<file path="src/design/stag_pkg.sv">
`default_nettype none

package stag_pkg;

	localparam int SIZE_W          = 16;
	localparam int STRIDE_W        = 32;
	localparam int IDX_W           = 48;
	localparam int OFS_W           = 48;
	localparam int BASE_W          = 48;
	localparam int MAX_ADDR_W      = 64;
	localparam int CFG_IDX_W       = 3;
	localparam int CFG_DATA_W      = 32;
	localparam int NUM_CFG_DIMS    = 4;
	localparam int REG_SIZE_BASE   = 0;
	localparam int REG_STRIDE_BASE = 4;

	typedef struct packed {
		logic                  wr_en;
		logic [CFG_IDX_W-1:0]  index;
		logic [CFG_DATA_W-1:0] data;
	} cfg_wr_t;

	typedef struct packed {
		logic zero;
		logic wrap;
	} cell_stat_t;

	typedef struct packed {
		logic [IDX_W-1:0] linear_index;
		logic [OFS_W-1:0] strided_offset;
		logic             last;
	} result_t;

endpackage

`default_nettype wire

</file>
<file path="src/design/stag_cell.sv">
`default_nettype none

module stag_cell #(
	parameter int ADDR_BITS = 48,
	parameter int DIM       = 0
) (
	input  wire logic                  clk,
	input  wire logic                  arst_n,
	input  wire stag_pkg::cfg_wr_t     cfg,
	input  wire logic                  start,
	input  wire logic                  carry_in,
	output logic                       carry_out,
	input  wire logic [ADDR_BITS-1:0]  prefix_in,
	output logic      [ADDR_BITS-1:0]  prefix_out,
	output logic      [ADDR_BITS-1:0]  cur_ofs,
	output stag_pkg::cell_stat_t       stat
);

	localparam int IW = stag_pkg::CFG_IDX_W;
	localparam int SW = stag_pkg::SIZE_W;

	logic [SW-1:0]                    size_w;
	logic [stag_pkg::STRIDE_W-1:0]    stride_w;
	logic [stag_pkg::MAX_ADDR_W-1:0]  stride_ext;
	logic [SW-1:0]                    coord_q;
	logic [SW-1:0]                    nxt_coord;
	logic [SW:0]                      coord_inc;
	logic [ADDR_BITS-1:0]             p_q;
	logic [ADDR_BITS-1:0]             nxt_p;
	logic [ADDR_BITS-1:0]             inc_p;
	logic                             wrap;

	if (DIM < stag_pkg::NUM_CFG_DIMS) begin : g_cfg
		localparam logic [IW-1:0] SIZE_IDX   = IW'(stag_pkg::REG_SIZE_BASE + DIM);
		localparam logic [IW-1:0] STRIDE_IDX = IW'(stag_pkg::REG_STRIDE_BASE + DIM);

		logic [SW-1:0]                 size_q;
		logic [stag_pkg::STRIDE_W-1:0] stride_q;

		always_ff @(posedge clk or negedge arst_n) begin
			if (!arst_n) begin
				size_q   <= SW'(1);
				stride_q <= stag_pkg::STRIDE_W'(1);
			end else if (cfg.wr_en) begin
				if (cfg.index == SIZE_IDX) begin
					size_q <= cfg.data[SW-1:0];
				end
				if (cfg.index == STRIDE_IDX) begin
					stride_q <= cfg.data[stag_pkg::STRIDE_W-1:0];
				end
			end
		end

		assign size_w   = size_q;
		assign stride_w = stride_q;
	end else begin : g_fixed
		assign size_w   = SW'(1);
		assign stride_w = stag_pkg::STRIDE_W'(1);
	end

	assign stride_ext = stag_pkg::MAX_ADDR_W'(stride_w);
	assign coord_inc  = (SW + 1)'(coord_q) + (SW + 1)'(1);
	assign wrap       = coord_inc >= {1'b0, size_w};
	assign inc_p      = p_q + stride_ext[ADDR_BITS-1:0];

	always_comb begin
		priority if (start) begin
			nxt_p     = prefix_in;
			nxt_coord = '0;
		end else if (carry_in && !wrap) begin
			nxt_p     = inc_p;
			nxt_coord = coord_inc[SW-1:0];
		end else if (carry_in) begin
			nxt_p     = prefix_in;
			nxt_coord = '0;
		end else begin
			nxt_p     = p_q;
			nxt_coord = coord_q;
		end
	end

	always_ff @(posedge clk or negedge arst_n) begin
		if (!arst_n) begin
			coord_q <= '0;
			p_q     <= '0;
		end else begin
			coord_q <= nxt_coord;
			p_q     <= nxt_p;
		end
	end

	assign carry_out  = carry_in & wrap;
	assign prefix_out = nxt_p;
	assign cur_ofs    = p_q;
	assign stat.zero  = (size_w == '0);
	assign stat.wrap  = wrap;

endmodule

`default_nettype wire

</file>
<file path="src/design/stag_skid.sv">
`default_nettype none

module stag_skid (
	input  wire logic               clk,
	input  wire logic               arst_n,
	input  wire logic               push,
	input  wire stag_pkg::result_t  push_data,
	output logic                    full,
	output logic                    out_valid,
	input  wire logic               out_stall,
	output stag_pkg::result_t       out_data
);

	logic              main_valid_q;
	logic              skid_valid_q;
	stag_pkg::result_t main_q;
	stag_pkg::result_t skid_q;
	logic              take;

	assign take = main_valid_q & ~out_stall;

	always_ff @(posedge clk or negedge arst_n) begin
		if (!arst_n) begin
			main_valid_q <= 1'b0;
			skid_valid_q <= 1'b0;
		end else begin
			priority if (push && (!main_valid_q || take)) begin
				main_valid_q <= 1'b1;
			end else if (push) begin
				skid_valid_q <= 1'b1;
			end else if (take && skid_valid_q) begin
				skid_valid_q <= 1'b0;
			end else if (take) begin
				main_valid_q <= 1'b0;
			end else begin
				main_valid_q <= main_valid_q;
			end
		end
	end

	always_ff @(posedge clk) begin
		priority if (push && (!main_valid_q || take)) begin
			main_q <= push_data;
		end else if (push) begin
			skid_q <= push_data;
		end else if (take && skid_valid_q) begin
			main_q <= skid_q;
		end else begin
			main_q <= main_q;
		end
	end

	assign full      = skid_valid_q;
	assign out_valid = main_valid_q;
	assign out_data  = main_q;

endmodule

`default_nettype wire

</file>
<file path="src/design/strided_tensor_address_generator.sv">
// A result is registered in the output stage before it is offered, behind any result still waiting there.
// Throughput: one item per cycle while in_stall is low; every cell the carry reaches updates in the same cycle.
// The carry and prefix-offset chains through the row of cells set the cycle time.
// A two-entry output stage lets transfers continue while one result waits.
// Reset clears the counters, offsets, base and copy state; sizes and strides reset to one.
`default_nettype none

module strided_tensor_address_generator #(
	parameter int NUM_DIMS  = 4,
	parameter int ADDR_BITS = 48
) (
	input  wire logic                              clk,
	input  wire logic                              arst_n,
	input  wire logic                              cfg_wr_en,
	input  wire logic [stag_pkg::CFG_IDX_W-1:0]    cfg_index,
	input  wire logic [stag_pkg::CFG_DATA_W-1:0]   cfg_data,
	input  wire logic                              in_valid,
	output logic                                   in_stall,
	input  wire logic                              start_req,
	input  wire logic [stag_pkg::BASE_W-1:0]       base_offset,
	output logic                                   out_valid,
	input  wire logic                              out_stall,
	output logic      [stag_pkg::IDX_W-1:0]        linear_index,
	output logic      [stag_pkg::OFS_W-1:0]        strided_offset,
	output logic                                   last
);

	stag_pkg::cfg_wr_t                 cfg_w;
	stag_pkg::cell_stat_t              stat_w [NUM_DIMS];
	stag_pkg::result_t                 res_w;
	stag_pkg::result_t                 out_w;
	logic [NUM_DIMS:0]                 carry_w;
	logic [ADDR_BITS-1:0]              pre_w [NUM_DIMS+1];
	logic [ADDR_BITS-1:0]              ofs_w [NUM_DIMS];
	logic [stag_pkg::MAX_ADDR_W-1:0]   base_ext;
	logic [stag_pkg::MAX_ADDR_W-1:0]   ofs_ext;
	logic [ADDR_BITS-1:0]              base_in;
	logic [ADDR_BITS-1:0]              base_q;
	logic [stag_pkg::IDX_W-1:0]        count_q;
	logic                              active_q;
	logic                              xfer;
	logic                              start;
	logic                              emit;
	logic                              advance;
	logic                              any_zero;
	logic                              all_end;

	assign cfg_w.wr_en = cfg_wr_en;
	assign cfg_w.index = cfg_index;
	assign cfg_w.data  = cfg_data;

	assign base_ext = stag_pkg::MAX_ADDR_W'(base_offset);
	assign base_in  = base_ext[ADDR_BITS-1:0];

	always_comb begin
		any_zero = 1'b0;
		all_end  = 1'b1;
		for (int d = 0; d < NUM_DIMS; d++) begin
			any_zero = any_zero | stat_w[d].zero;
			all_end  = all_end & stat_w[d].wrap;
		end
	end

	assign xfer    = in_valid & ~in_stall;
	assign start   = xfer & start_req;
	assign emit    = xfer & ~start_req & active_q & ~any_zero;
	assign advance = emit & ~all_end;

	assign carry_w[NUM_DIMS] = advance;
	assign pre_w[0]          = start ? base_in : base_q;

	for (genvar d = 0; d < NUM_DIMS; d++) begin : g_cell
		stag_cell #(
			.ADDR_BITS(ADDR_BITS),
			.DIM      (d)
		) u_cell (
			.clk       (clk),
			.arst_n    (arst_n),
			.cfg       (cfg_w),
			.start     (start),
			.carry_in  (carry_w[d+1]),
			.carry_out (carry_w[d]),
			.prefix_in (pre_w[d]),
			.prefix_out(pre_w[d+1]),
			.cur_ofs   (ofs_w[d]),
			.stat      (stat_w[d])
		);
	end

	always_ff @(posedge clk or negedge arst_n) begin
		if (!arst_n) begin
			active_q <= 1'b0;
			count_q  <= '0;
			base_q   <= '0;
		end else begin
			priority if (start) begin
				active_q <= ~any_zero;
				count_q  <= '0;
				base_q   <= base_in;
			end else if (emit) begin
				active_q <= ~all_end;
				count_q  <= count_q + stag_pkg::IDX_W'(1);
			end else if (xfer && any_zero) begin
				active_q <= 1'b0;
			end else begin
				active_q <= active_q;
			end
		end
	end

	assign ofs_ext              = stag_pkg::MAX_ADDR_W'(ofs_w[NUM_DIMS-1]);
	assign res_w.linear_index   = count_q;
	assign res_w.strided_offset = ofs_ext[stag_pkg::OFS_W-1:0];
	assign res_w.last           = all_end;

	stag_skid u_skid (
		.clk      (clk),
		.arst_n   (arst_n),
		.push     (emit),
		.push_data(res_w),
		.full     (in_stall),
		.out_valid(out_valid),
		.out_stall(out_stall),
		.out_data (out_w)
	);

	assign linear_index   = out_w.linear_index;
	assign strided_offset = out_w.strided_offset;
	assign last           = out_w.last;

	a_stall_needs_result: assert property (@(posedge clk) disable iff (!arst_n)
		in_stall |-> out_valid)
		else $error("Input stalled without a pending result.");

	a_advance_stops: assert property (@(posedge clk) disable iff (!arst_n)
		advance |-> !carry_w[0])
		else $error("Advance carried out of the outermost dimension.");

	a_last_ends_copy: assert property (@(posedge clk) disable iff (!arst_n)
		(emit && all_end) |=> !active_q)
		else $error("Copy still running after its final element.");

	a_hold_offset: assert property (@(posedge clk) disable iff (!arst_n)
		(!start && !advance) |-> (pre_w[NUM_DIMS] == ofs_w[NUM_DIMS-1]))
		else $error("Offset chain changed without a start or advance.");

endmodule

`default_nettype wire
</file>
<file path="config.mk">
export PLATFORM = sky130hd
export DESIGN_NAME = strided_tensor_address_generator
export DESIGN_NICKNAME = d
export VERILOG_FILES = /design/src/design/stag_pkg.sv /design/src/design/stag_cell.sv /design/src/design/stag_skid.sv /design/src/design/strided_tensor_address_generator.sv
export SDC_FILE = /design/constraint.sdc
export NUM_CORES = 2
export LEC_CHECK = 0
export BUFFER_PORTS_ARGS = -buffer_cell sky130_fd_sc_hd__buf_2
export CAP_MARGIN = 15
export CORE_ASPECT_RATIO = 1.75
export CORE_UTILIZATION = 40
export DETAILED_ROUTE_END_ITERATION = 6
export PLACE_DENSITY_LB_ADDON = 0.08
export SLEW_MARGIN = 15
export SYNTH_ARGS = -nofsm -noshare
export SYNTH_HDL_FRONTEND = slang
export SYNTH_HIERARCHICAL = 1
export SYNTH_SLANG_ARGS = --single-unit
</file>
<file path="constraint.sdc">
create_clock -name clk -period 9.7 [get_ports clk]
set_clock_uncertainty 0.15 [all_clocks]
set_input_delay 1.94 -clock clk [delete_from_list [all_inputs] [get_ports clk]]
set_output_delay 1.94 -clock clk [all_outputs]
set_load 0.02 [all_outputs]
</file>
==> summary.txt <==
Critical path
  • Crit path required time: 10,110 ps
  • Element type at the critical path start: flop
  • Startpoint of the worst setup timing path: g_cell[2].u_cell/coord_q[0]
  • Stages on the worst setup path: 28
  • Standard cell with the maximum stage delay on the critical path: sky130_fd_sc_hd__a21boi_2
  • Critical Setup Path Class: flop to flop
  • Highest cell delay on the worst timing path: 530 ps
  • Reg-to-reg setup timing slack: 1790 ps
  • Capture point of the worst reg-to-reg path: g_cell[3].u_cell/cur_ofs[47]
  • Largest fanout of any net on the critical path: 21
  • Endpoint of the most critical setup path: g_cell[3].u_cell/cur_ofs[47]
  • Crit Reg-Reg Startpoint: g_cell[2].u_cell/coord_q[0]
  • Register-to-Register Path Depth: 28
  • Buffer and inverter count on the worst path: 4
  • CP arrival: 8320 ps
  • CP Capture Type: flop
  • CP top delay family: compound AO/OA/AOI/OAI gates

Floorplan
  • Initial Util: 40.4%
  • I/O pin cnt: 188
  • Number of rows created at floorplan: 154
  • Horizontal die dimension: 243 um
  • Total die area: 0.103 mm2
  • Core footprint: 0.101 mm2
  • Die Ht: 424 um

CTS
  • Hold-fix buffers, CTS: 0
  • Clock Root Buffer: sky130_fd_sc_hd__clkbuf_16
  • Total CTS buffers: 76
  • Skew-Pair Late Insertion Delay: 670 ps
  • TritonCTS clock tree: done
  • Post-CTS Setup Inserts: 0
  • CTS clock-pin slew for the worst setup and hold paths: 60 ps
  • Number of clock sinks: 741
  • Number of buffers on the longest clock path: 3
  • H-tree depth: 3
  • Post-CTS sizing: 0

Cells and area
  • Antenna Cells: 0
  • Final #Nets: 4,272
  • Area grow syn2layout: 12.0%
  • Multi-input gate area in the final layout: 0.0199 mm2
  • Sequential cell area: 0.0195 mm2
  • Layout cells sized above 1: 17.4%
  • Filler Cell Count: 9,567
  • Finished layout cell area: 0.0456 mm2

GRT
  • Antenna violations before repair: 5
  • Wire length of the first global-routing pass: 194,000 um
  • Maximum number of pins on one net before global-route repair: 122
  • Vias in the first global route: 31,500
  • GRT Util Overall: 24.6%
  • Total congestion overflow after global routing: 0

Synth
  • Number of instances in the synthesized netlist: 3,858
  • Area of the mapped netlist: 0.0407 mm2
  • Average instance area after synthesis: 10.5 um2
  • Number of warnings issued by yosys: 6
  • Synthesized netlist net count: 4,148

Worst hold path
  • Worst Hold Class: flop to flop
  • Beginning of the worst hold path: base_q[9]

Place
  • Final weighted congestion in routability-driven placement: 0.921
  • Half-perimeter wire length after detailed placement: 93,500 um
  • Port Buffer Count: 187
  • Area of placed instances: 0.0429 mm2

Timing
  • Max transition margin: 26.9%
  • Final hold vios: 0
  • Min Tclk post-route: 7910 ps
  • TNS Setup: 0 ps
  • Total of endpoints with negative setup slack in the final report: 0
  • Transition at the pin with the smallest max-transition slack: 1090 ps
  • Setup repair after global routing missed its margin: false
  • Share of the cycle needed by the critical path after routing: 81.5%
  • Top achievable clock speed: 0.126 GHz
  • Number of max-slew violations in the final report: 0

Drt
  • Post-detailed-routing wire length: 126,000 um
  • Vias per cell: 5.70
  • Number of vias after detailed routing: 30,600
  • Wire length per cell after detailed routing: 23.5 um
  • Antenna-violating nets left: 0
  • Post-route DRC violation count: 0
  • First drt pass iteration count: 5
  • Initial DRC Count: 1,689

Pwr
  • Worst IR drop on VDD: 0.152 mV
  • Leakage power summed over all cells: 19.4 nW
  • Ratio of total power to cell area: 261 mW/mm2

Status
  • Outcome: finished clean

Flow run
  • Number of max-cap violations: 0
power breakdown:
group	internal [mW]	switching [mW]	leakage (nW)	total, mW
combinational	1.60	2.69	9.70	4.28
clock	1.85	1.32	1.30	3.18
sequential	3.97	0.449	8.39	4.42
tightest hold or removal path, delay by kind of cell (launching register included):
family | cells | cell delay, ps
and+or+nand+nor | 2 | 110
DFF | 1 | 320
sequential cells by signal, summed over array words and instances, names as in the netlist:
name and cells:
g_cell.u_cell/g_cfg.stride_q 128, active_q 1, u_skid/out_data 97, g_cell.u_cell/cur_ofs 192, u_skid/skid_q 97, count_q 48
base_q 48, g_cell.u_cell/coord_q 64, u_skid/full 1, g_cell.u_cell/g_cfg.size_q 64, u_skid/out_valid 1
placed cells by master (no fill, tap or decap), types with 14 or more instances in the layout:
master and instances:
sky130_fd_sc_hd__dfrtp_1 539, sky130_fd_sc_hd__nand2_1 411, sky130_fd_sc_hd__mux2_2 214, sky130_fd_sc_hd__nor2_1 208, sky130_fd_sc_hd__a21oi_1 207, sky130_fd_sc_hd__ha_1 197, sky130_fd_sc_hd__edfxtp_1 194, sky130_fd_sc_hd__o21ai_0 188
sky130_fd_sc_hd__buf_2 186, sky130_fd_sc_hd__inv_1 125, sky130_fd_sc_hd__xnor2_1 106, sky130_fd_sc_hd__nand3_1 96, sky130_fd_sc_hd__xor2_1 95, sky130_fd_sc_hd__clkbuf_16 82, sky130_fd_sc_hd__nand4_1 75, sky130_fd_sc_hd__a21o_1 75
sky130_fd_sc_hd__and3_1 65, sky130_fd_sc_hd__a22o_1 64, sky130_fd_sc_hd__a31oi_1 63, sky130_fd_sc_hd__o22a_1 54, sky130_fd_sc_hd__buf_4 46, sky130_fd_sc_hd__nor3_1 39, sky130_fd_sc_hd__nor4_1 39, sky130_fd_sc_hd__a22oi_1 39
sky130_fd_sc_hd__o22ai_1 37, sky130_fd_sc_hd__mux2_1 30, sky130_fd_sc_hd__o211ai_1 27, sky130_fd_sc_hd__or3_1 25, sky130_fd_sc_hd__and2_1 24, sky130_fd_sc_hd__o21a_1 24, sky130_fd_sc_hd__a211oi_1 24, sky130_fd_sc_hd__nor2b_1 22
sky130_fd_sc_hd__o21ai_1 21, sky130_fd_sc_hd__and4_1 18, sky130_fd_sc_hd__o31ai_1 15, sky130_fd_sc_hd__nand2b_1 15, sky130_fd_sc_hd__clkbuf_1 14, sky130_fd_sc_hd__o21bai_1 14
routing by layer:
layer  global-route usage [%]  wire (um)
met2                     44.9      65700
met5                        0          0
met1                     28.6      51200
met4                     11.2       5470
met3                     2.73       4050
worst min path at each step:
stage                     slack (ps)  cells past startpoint         end
final                            320                      2   base_q[9]
after global routing             340                      2   base_q[5]
after CTS                        330                      2   base_q[9]
after detailed placement         310                      2   base_q[9]
after global placement           300                      2   base_q[9]
after floorplan                  280                      2  base_q[20]
area by class of cell:
class | count | area share, %
multi-input combinational | 2798 | 43.6
sequential | 741 | 42.8
clock buffer | 101 | 4.77
tap | 1326 | 3.64
timing repair buffer | 236 | 2.98
inverter | 129 | 1.08
clock inverter | 38 | 1.05
per-stage QoR:
stage | power, mW | hold slack [ps] | utilization (%) | cells | setup slack, ps
floorplan | 7.43 | 285 | - | 3858 | 1430
global placement | 8.72 | 305 | 42.6 | 5229 | 2020
detailed placement | 8.72 | 314 | 42.6 | 5229 | 1830
CTS | 12.0 | 329 | 45.2 | 5368 | 1840
global route | 12.6 | 344 | 45.2 | 5369 | 1240
finish | 11.9 | 324 | 45.2 | 5369 | 1790
No activity file was read; power rests on OpenSTA's default activity.
